### src/rtl/slt_pkg.sv
// shared constants, codes and types of the sorted list table
`default_nettype none
package slt_pkg;

    localparam int MAX_ENTRIES = 16;
    localparam int VALUE_W     = 32;
    localparam int ACTION_W    = 2;
    localparam int POS_W       = 4;
    localparam int COUNT_W     = 5;
    localparam int CAP_W       = 5;

    localparam logic [CAP_W-1:0] CAP_RESET = CAP_W'(16);
    localparam logic [CAP_W-1:0] CAP_LIMIT = CAP_W'(MAX_ENTRIES);

    localparam logic [ACTION_W-1:0] ACT_INSERT = 2'd0;
    localparam logic [ACTION_W-1:0] ACT_SEARCH = 2'd1;
    localparam logic [ACTION_W-1:0] ACT_DELETE = 2'd2;

    typedef struct packed {
        logic [ACTION_W-1:0]      action;
        logic signed [VALUE_W-1:0] value;
        logic [POS_W-1:0]         position;
    } item_t;

    typedef struct packed {
        logic               ok;
        logic [POS_W-1:0]   found_index;
        logic [COUNT_W-1:0] count;
    } result_t;

    typedef struct packed {
        logic load;
        logic commit;
    } dp_cmd_t;

endpackage
`default_nettype wire

### src/rtl/slt_req_if.sv
// request channel carrying one operation item
`default_nettype none
interface slt_req_if;
    import slt_pkg::*;

    logic                      valid;
    logic                      ready;
    logic [ACTION_W-1:0]       action;
    logic signed [VALUE_W-1:0] value;
    logic [POS_W-1:0]          position;

    modport source (output valid, output action, output value, output position, input ready);
    modport sink   (input valid, input action, input value, input position, output ready);
endinterface
`default_nettype wire

### src/rtl/slt_rsp_if.sv
// response channel carrying one result item
`default_nettype none
interface slt_rsp_if;
    import slt_pkg::*;

    logic               valid;
    logic               ready;
    logic               ok;
    logic [POS_W-1:0]   found_index;
    logic [COUNT_W-1:0] count;

    modport source (output valid, output ok, output found_index, output count, input ready);
    modport sink   (input valid, input ok, input found_index, input count, output ready);
endinterface
`default_nettype wire

### src/rtl/slt_cfg_if.sv
// configuration write channel for the capacity register
`default_nettype none
interface slt_cfg_if;
    import slt_pkg::*;

    logic             valid;
    logic             ready;
    logic [CAP_W-1:0] capacity;

    modport source (output valid, output capacity, input ready);
    modport sink   (input valid, input capacity, output ready);
endinterface
`default_nettype wire

### src/rtl/sorted_list_table.sv
// top level of the sorted list table
// usage:
//   req carries one operation item: action (insert, search, delete), value, position
//   rsp returns exactly one result item per request: ok, found_index, count
//   cfg writes the capacity register; always ready, write only while the block is idle
// an accepted item is held in the item register; its result is registered when the execute
//   step commits; the entry cells compare all stored values at once and shift in that step,
//   and the controller takes one item at a time
// the next item is taken while the previous result still waits on rsp; if rsp stalls,
//   the execute step holds until the result register frees
// reset: table empty (count 0), capacity 16, no result pending
// a full table or a lowered capacity refuses inserts with ok low and the table unchanged
`default_nettype none
module sorted_list_table (
    input  wire logic clk,
    input  wire logic rst_n,
    slt_req_if.sink   req,
    slt_rsp_if.source rsp,
    slt_cfg_if.sink   cfg
);
    import slt_pkg::*;

    dp_cmd_t cmd;
    item_t   item_in;
    result_t result;

    assign item_in.action   = req.action;
    assign item_in.value    = req.value;
    assign item_in.position = req.position;

    assign cfg.ready = 1'b1;

    slt_ctrl u_ctrl (
        .clk       (clk),
        .rst_n     (rst_n),
        .req_valid (req.valid),
        .req_ready (req.ready),
        .rsp_valid (rsp.valid),
        .rsp_ready (rsp.ready),
        .cmd       (cmd)
    );

    slt_dp u_dp (
        .clk      (clk),
        .rst_n    (rst_n),
        .cmd      (cmd),
        .item_in  (item_in),
        .cfg_we   (cfg.valid),
        .cfg_data (cfg.capacity),
        .result   (result)
    );

    assign rsp.ok          = result.ok;
    assign rsp.found_index = result.found_index;
    assign rsp.count       = result.count;
endmodule
`default_nettype wire

### src/rtl/slt_ctrl.sv
// controller state machine sequencing accept, execute and result hand-off
`default_nettype none
module slt_ctrl (
    input  wire logic            clk,
    input  wire logic            rst_n,
    input  wire logic            req_valid,
    output logic                 req_ready,
    output logic                 rsp_valid,
    input  wire logic            rsp_ready,
    output slt_pkg::dp_cmd_t     cmd
);
    import slt_pkg::*;

    localparam logic ST_IDLE = 1'b0;
    localparam logic ST_EXEC = 1'b1;

    logic state_reg;
    logic state_next;
    logic rsp_valid_reg;
    logic rsp_valid_next;
    logic slot_free;

    assign req_ready  = (state_reg == ST_IDLE);
    assign slot_free  = !rsp_valid_reg || rsp_ready;
    assign cmd.load   = req_valid && req_ready;
    assign cmd.commit = (state_reg == ST_EXEC) && slot_free;
    assign rsp_valid  = rsp_valid_reg;

    always_comb
    begin
        state_next = state_reg;
        unique case (state_reg)
            ST_IDLE:
            begin
                if (cmd.load)
                begin
                    state_next = ST_EXEC;
                end
            end
            ST_EXEC:
            begin
                if (cmd.commit)
                begin
                    state_next = ST_IDLE;
                end
            end
            default:
            begin
                state_next = ST_IDLE;
            end
        endcase
    end

    always_comb
    begin
        if (cmd.commit)
        begin
            rsp_valid_next = 1'b1;
        end
        else if (rsp_ready)
        begin
            rsp_valid_next = 1'b0;
        end
        else
        begin
            rsp_valid_next = rsp_valid_reg;
        end
    end

    always_ff @(posedge clk or negedge rst_n)
    begin
        if (!rst_n)
        begin
            state_reg     <= ST_IDLE;
            rsp_valid_reg <= 1'b0;
        end
        else
        begin
            state_reg     <= state_next;
            rsp_valid_reg <= rsp_valid_next;
        end
    end
endmodule
`default_nettype wire

### src/rtl/slt_dp.sv
// datapath: item register, entry cells with parallel compare and shift, result register
`default_nettype none
module slt_dp (
    input  wire logic                     clk,
    input  wire logic                     rst_n,
    input  wire slt_pkg::dp_cmd_t         cmd,
    input  wire slt_pkg::item_t           item_in,
    input  wire logic                     cfg_we,
    input  wire logic [slt_pkg::CAP_W-1:0] cfg_data,
    output slt_pkg::result_t              result
);
    import slt_pkg::*;

    item_t                      item_reg;
    result_t                    result_reg;
    result_t                    result_next;
    logic [COUNT_W-1:0]         count_reg;
    logic [COUNT_W-1:0]         count_next;
    logic [CAP_W-1:0]           capacity_reg;
    logic signed [VALUE_W-1:0]  entries_reg  [MAX_ENTRIES];
    logic signed [VALUE_W-1:0]  entries_next [MAX_ENTRIES];

    logic [MAX_ENTRIES-1:0]     occupied;
    logic [MAX_ENTRIES-1:0]     below;
    logic [MAX_ENTRIES-1:0]     match;
    logic [CAP_W-1:0]           eff_cap;
    logic                       ins_ok;
    logic                       del_ok;
    logic                       hit;
    logic [POS_W-1:0]           hit_index;

    assign eff_cap = (capacity_reg > CAP_LIMIT) ? CAP_LIMIT : capacity_reg;
    assign ins_ok  = (item_reg.action == ACT_INSERT) && (count_reg < COUNT_W'(eff_cap));
    assign del_ok  = (item_reg.action == ACT_DELETE)
                     && (COUNT_W'(item_reg.position) < count_reg);

    always_comb
    begin
        for (int j = 0; j < MAX_ENTRIES; j++)
        begin
            occupied[j] = COUNT_W'(j) < count_reg;
            below[j]    = occupied[j] && (entries_reg[j] < item_reg.value);
            match[j]    = occupied[j] && (entries_reg[j] == item_reg.value);
        end
    end

    // lowest matching cell
    always_comb
    begin
        hit       = |match;
        hit_index = '0;
        for (int j = MAX_ENTRIES - 1; j >= 0; j--)
        begin
            if (match[j])
            begin
                hit_index = POS_W'(j);
            end
        end
    end

    // per-cell shift up for insert, shift down for delete
    always_comb
    begin
        for (int j = 0; j < MAX_ENTRIES; j++)
        begin
            entries_next[j] = entries_reg[j];
            if (ins_ok)
            begin
                if (below[j])
                begin
                    entries_next[j] = entries_reg[j];
                end
                else if (j == 0)
                begin
                    entries_next[j] = item_reg.value;
                end
                else if (below[j-1])
                begin
                    entries_next[j] = item_reg.value;
                end
                else
                begin
                    entries_next[j] = entries_reg[j-1];
                end
            end
            else if (del_ok)
            begin
                if ((COUNT_W'(j) >= COUNT_W'(item_reg.position)) && (j + 1 < MAX_ENTRIES))
                begin
                    entries_next[j] = entries_reg[j+1];
                end
            end
        end
    end

    always_comb
    begin
        count_next = count_reg;
        if (ins_ok)
        begin
            count_next = count_reg + COUNT_W'(1);
        end
        else if (del_ok)
        begin
            count_next = count_reg - COUNT_W'(1);
        end
        result_next.count       = count_next;
        result_next.ok          = ins_ok || del_ok
                                  || ((item_reg.action == ACT_SEARCH) && hit);
        result_next.found_index = ((item_reg.action == ACT_SEARCH) && hit) ? hit_index : '0;
    end

    always_ff @(posedge clk or negedge rst_n)
    begin
        if (!rst_n)
        begin
            count_reg    <= '0;
            capacity_reg <= CAP_RESET;
        end
        else
        begin
            if (cmd.commit)
            begin
                count_reg <= count_next;
            end
            if (cfg_we)
            begin
                capacity_reg <= cfg_data;
            end
        end
    end

    always_ff @(posedge clk)
    begin
        if (cmd.load)
        begin
            item_reg <= item_in;
        end
        if (cmd.commit)
        begin
            result_reg <= result_next;
            for (int j = 0; j < MAX_ENTRIES; j++)
            begin
                entries_reg[j] <= entries_next[j];
            end
        end
    end

    assign result = result_reg;
endmodule
`default_nettype wire
### src/flat_wrapper.sv
// flat-port wrapper written by rule: the top's interface ports become plain ports
module sorted_list_table_flat import slt_pkg::*;
  (clk, rst_n, req_valid, req_action, req_value, req_position, req_ready, rsp_valid, rsp_ok, rsp_found_index, rsp_count, rsp_ready, cfg_valid, cfg_capacity, cfg_ready);
  slt_req_if req_i ();
  slt_rsp_if rsp_i ();
  slt_cfg_if cfg_i ();
  input  wire logic clk;
  input  wire logic rst_n;
  input wire logic [$bits(req_i.valid)-1:0] req_valid;
  input wire logic [$bits(req_i.action)-1:0] req_action;
  input wire logic [$bits(req_i.value)-1:0] req_value;
  input wire logic [$bits(req_i.position)-1:0] req_position;
  output wire logic [$bits(req_i.ready)-1:0] req_ready;
  output wire logic [$bits(rsp_i.valid)-1:0] rsp_valid;
  output wire logic [$bits(rsp_i.ok)-1:0] rsp_ok;
  output wire logic [$bits(rsp_i.found_index)-1:0] rsp_found_index;
  output wire logic [$bits(rsp_i.count)-1:0] rsp_count;
  input wire logic [$bits(rsp_i.ready)-1:0] rsp_ready;
  input wire logic [$bits(cfg_i.valid)-1:0] cfg_valid;
  input wire logic [$bits(cfg_i.capacity)-1:0] cfg_capacity;
  output wire logic [$bits(cfg_i.ready)-1:0] cfg_ready;
  assign req_i.valid = req_valid;
  assign req_i.action = req_action;
  assign req_i.value = req_value;
  assign req_i.position = req_position;
  assign req_ready = req_i.ready;
  assign rsp_valid = rsp_i.valid;
  assign rsp_ok = rsp_i.ok;
  assign rsp_found_index = rsp_i.found_index;
  assign rsp_count = rsp_i.count;
  assign rsp_i.ready = rsp_ready;
  assign cfg_i.valid = cfg_valid;
  assign cfg_i.capacity = cfg_capacity;
  assign cfg_ready = cfg_i.ready;
  sorted_list_table u_core (.clk(clk), .rst_n(rst_n), .req(req_i), .rsp(rsp_i), .cfg(cfg_i));
endmodule
### config.mk
export PLATFORM = sky130hd
export DESIGN_NAME = sorted_list_table_flat
export DESIGN_NICKNAME = d
export VERILOG_FILES = /design/src/rtl/slt_pkg.sv /design/src/rtl/slt_req_if.sv /design/src/rtl/slt_rsp_if.sv /design/src/rtl/slt_cfg_if.sv /design/src/rtl/sorted_list_table.sv /design/src/rtl/slt_ctrl.sv /design/src/rtl/slt_dp.sv /design/src/flat_wrapper.sv
export SDC_FILE = /design/constraint.sdc
export NUM_CORES = 2
export LEC_CHECK = 0
export ABC_AREA = 1
export ABC_CLOCK_PERIOD_IN_PS = 6030
export BUFFER_PORTS_ARGS = -buffer_cell sky130_fd_sc_hd__buf_2
export CORE_UTILIZATION = 44
export DETAILED_ROUTE_END_ITERATION = 10
export RECOVER_POWER = 50
export SLEW_MARGIN = 25
export SYNTH_ARGS = -nofsm -noshare
export SYNTH_HDL_FRONTEND = slang
export SYNTH_SLANG_ARGS = --single-unit
### constraint.sdc
create_clock -name clk -period 6.03 [get_ports clk]
set_input_delay 0.603 -clock clk [delete_from_list [all_inputs] [get_ports clk]]
set_output_delay 0.603 -clock clk [all_outputs]
set_load 0.05 [all_outputs]
==> impl_summary.log <==
[metrics] status: complete, but fails checks
[metrics] violations in the final reports: max-capacitance violations, max-slew violations
[metrics] floorplan die area: 0.0966 mm²
[metrics] Worst EP arrival: 5850 ps
[metrics] pin count of the biggest net entering global routing: 118
[metrics] normalized max-slew margin: -136%
[metrics] Setup TNS Final: 0 ps
[metrics] die outline width: slightly above 300 µm
[metrics] remaining global-route overflow: 0
[metrics] Slew Viols, Final: 375
[metrics] Yosys top cell by area: sky130_fd_sc_hd__edfxtp_1
[metrics] CTS tree: yes
[metrics] total length of routed wires: about 140000 µm
[metrics] standard cell core area: 0.0939 mm²
[metrics] Syn Area/Cell: 7.93 µm²
[metrics] synth top area cells: sky130_fd_sc_hd__edfxtp_1 (40%), sky130_fd_sc_hd__nand2_1 (16%), sky130_fd_sc_hd__ha_1 (16%)
[metrics] ANT cells: 0
[metrics] dpl hpwl: between 100000 and 150000 µm
[metrics] most frequent standard cell in the layout excluding fill and tap cells: sky130_fd_sc_hd__nand2_1
[metrics] Period Utilization, post-route: between 90% and 100%
[metrics] count of maximum capacitance violations: 7
[metrics] post-synthesis sequential area ratio: between 40% and 50%
[metrics] post-layout worst setup margin: ~550 ps
[metrics] antenna violations before repair: 4
[metrics] DRC violations left: 0
[metrics] number of distinct library cells after synthesis: 54
[metrics] total power after layout: ~15 mW
[metrics] crit path cell chain: clkinv_1 -> ha_1 -> inv_1 -> o21bai_1 -> a221oi_1 -> nor2_1 -> o21ai_1 -> nand2_1 -> nand2_1 -> nand3_1 -> clkbuf_1 -> nand3_1 -> o21ai_1 -> inv_1 -> buf_4
[metrics] Fin. Hold Viols: 0
[metrics] multi-input combinational cell area: approximately 0.022 mm²
[metrics] via count of the first global-routing pass: roughly 34000
[metrics] clock buffer count from CTS: 72
[metrics] count of nets after finishing: around 5800
[metrics] flip-flop count of the largest register after layout: just over 500
[metrics] worst setup path class: flop to flop
[metrics] top library cells by usage in the layout, fill and taps aside: sky130_fd_sc_hd__nand2_1 (1809), sky130_fd_sc_hd__edfxtp_1 (560), sky130_fd_sc_hd__inv_1 (526)
[metrics] post-synthesis async set-or-reset flop share: ~2.1%
[metrics] wire length of the first global-routing pass: 216000 µm
[metrics] Post-Syn Instances: about 5300
[metrics] number of enable-type register cells in the synthesized netlist: 560
[metrics] final std cells w/o fill: 6563
[metrics] Net Count, Synth: 5857
[metrics] cell area after layout: between 0.04 and 0.05 mm²
[metrics] Detailed Route Iter0 Violations: around 3800
[metrics] effective utilization at floorplan: about 45%
[metrics] number of rows in the core area: around 110
[metrics] Tightest Pin Transition: approximately 3500 ps
[metrics] peak-usage layer in the global routing report: met2
[metrics] met2 Use GR: 45.1%
[metrics] Max IR drop VDD: 0.229 mV
[metrics] global-route met1 utilization: about two fifths
[metrics] Highest Clock Rate: 0.182 GHz
[metrics] Slowest cell on crit path: sky130_fd_sc_hd__clkbuf_1
[metrics] global routing met3 resource utilization: 4.26%
[metrics] RSZ-0062 raised after global routing: no
[metrics] synthesized flop and latch total: between 500 and 600
[metrics] total number of vias: ~37000
[metrics] top-area cell type share of the netlist area: approximately 40%
[metrics] area of the mapped netlist: 0.0419 mm²
[metrics] maximum fanout count along the critical path: 33
[metrics] insertion delay of the later-clocked pin in the worst-skew pair: 650 ps
[metrics] Warnings, synthesis: 0
[metrics] power density over cell area: ~330 mW/mm²
[metrics] drt wl/cell: 21.6 µm
[metrics] setup violation total in the final timing report: 0
[metrics] number of buffers inserted by port buffering: 59
[metrics] fill cell instance count of the final layout: about 9200
[metrics] final weighted congestion of routability-driven global placement: approximately 0.95
[metrics] number of buffers inserted for hold repair after clock tree synthesis: 1
[metrics] Critical Path Source Type: flop
[metrics] Root Driver: sky130_fd_sc_hd__clkbuf_16
[metrics] clock sink count: 572
[metrics] category of the worst setup path capture point: flop
[metrics] die height: ~310 µm
[metrics] count of cells resized by post-cts repair: 0
[metrics] sequential cell area: around 0.017 mm²
[metrics] post-place instance area: 0.0435 mm²
[metrics] detailed-router iteration count before antenna repair: 8
[metrics] number of ports placed on the die boundary: 61
[metrics] remaining number of nets flagged by the antenna check after routing: 0
[metrics] worst-case clock skew: approximately 26 ps
[metrics] Post-Route Utilization: between 40 and 50%
[metrics] type of the most critical hold path: primary input to flop
[metrics] buffers inserted during post-CTS setup optimization: 0
[metrics] post-layout min period: ~5500 ps
[metrics] Area growth, synth to finish: 8.50%
[metrics] fraction of layout instances using a drive strength above 1: roughly 5.1%
[metrics] Leak: around 21 nW
[metrics] detailed-route vias per instance: ~5.6
[metrics] Primary FF master, synth: sky130_fd_sc_hd__edfxtp_1
[metrics] delay of the slowest cell on the worst path: about 1200 ps
[metrics] clock slew at the register clock pins of the worst setup and hold paths: 60 ps
[metrics] cell total after placement: between 6000 and 7000
[metrics] # H-tree levels: 3
[metrics] total global routing track utilization: just under 30%
[metrics] final worst hold slack: 131 ps
[metrics] Required @ worst endpoint: between 6000 and 7000 ps
[metrics] maximum clock path buffer count: 3
[metrics] worst setup timing slack at the placement stage: 1430 ps
## critical path: cells and delay by family (launching register included)
family,cells,cell delay (ps)
AO/OA/AOI/OAI,4,550
adder cells (fa/ha/maj),1,700
flip-flops,1,630
buffers and inverters,5,2550
AND/OR/NAND/NOR,5,730
## worst paths after layout
path	startpoint	to	slack, ps	depth (start not counted)
min in group asynchronous	rst_n	u_core.u_dp.capacity_reg[0]	510	2
max in group asynchronous	rst_n	u_core.u_dp.count_reg[1]	5100	2
min reg2reg	u_core.u_ctrl.state_reg	u_core.u_ctrl.rsp_valid	510	2
max reg2reg	u_core.u_dp.item_reg[5]	u_core.u_dp.entries_reg[1][69]	550	15
min	req_action[1]	u_core.u_dp.item_reg[37]	130	1
max	u_core.u_dp.item_reg[5]	u_core.u_dp.entries_reg[1][69]	550	15
## logic make-up (layout without fill, tap and decap cells)
group                      after synthesis  count (layout)  share of synthesized area (%)
and+or+nand+nor                       2486            2486                           24.2
AOI/OAI and AO/OA                      898             898                           11.5
buffers and inverters                  799             821                           7.68
DFF                                    572             572                           40.8
adders and majority gates              522             522                           15.6
xor gates and xnor gates                 5               5                          0.104
muxes                                    4               4                          0.107
other                                    1               1                        0.00894
## power breakdown
part	internal, mW	switching (mW)	total, mW
clock	2.39	1.84	4.23
sequential	5.07	0.411	5.48
combinational	1.52	3.76	5.28
## area by class of cell
type / count / area share (%)
clock buffers: 89 / 4.24
multi-input cells: 3916 / 47.5
flip-flops and latches: 572 / 37.6
well taps: 1254 / 3.45
repair buffers: 152 / 2.09
inverters: 539 / 4.46
clock inverters: 41 / 0.594
## synthesized netlist by cell type (all sizes together), types with 2 or more instances
| cell | count |
|---|---|
| a211o | 2 |
| a211oi | 10 |
| a21o | 3 |
| a21oi | 281 |
| a221oi | 2 |
| a31oi | 15 |
| buf | 136 |
| clkbuf | 124 |
| dfrtp | 11 |
| edfxtp | 560 |
| ha | 522 |
| inv | 539 |
| mux2 | 4 |
| nand2 | 1810 |
| nand3 | 165 |
| nand3b | 10 |
| nand4 | 154 |
| nor2 | 304 |
| nor3 | 12 |
| nor3b | 2 |
| nor4 | 19 |
| o2111ai | 2 |
| o211ai | 21 |
| o21a | 11 |
| o21ai | 500 |
| o21bai | 6 |
| o221ai | 4 |
| o22ai | 34 |
| o31ai | 4 |
| or2 | 9 |
| xor2 | 4 |
## metal layers
metal	vias to the layer above	routed length, µm	part of all wire, %
met3	252	11000	7.8
met2	1474	63000	44
met4	2	4620	3.3
met1	17333	62900	44
met5	-	12	0.0085
li1	17780	-	-
Note: power is estimated with default switching activity, not from simulation.
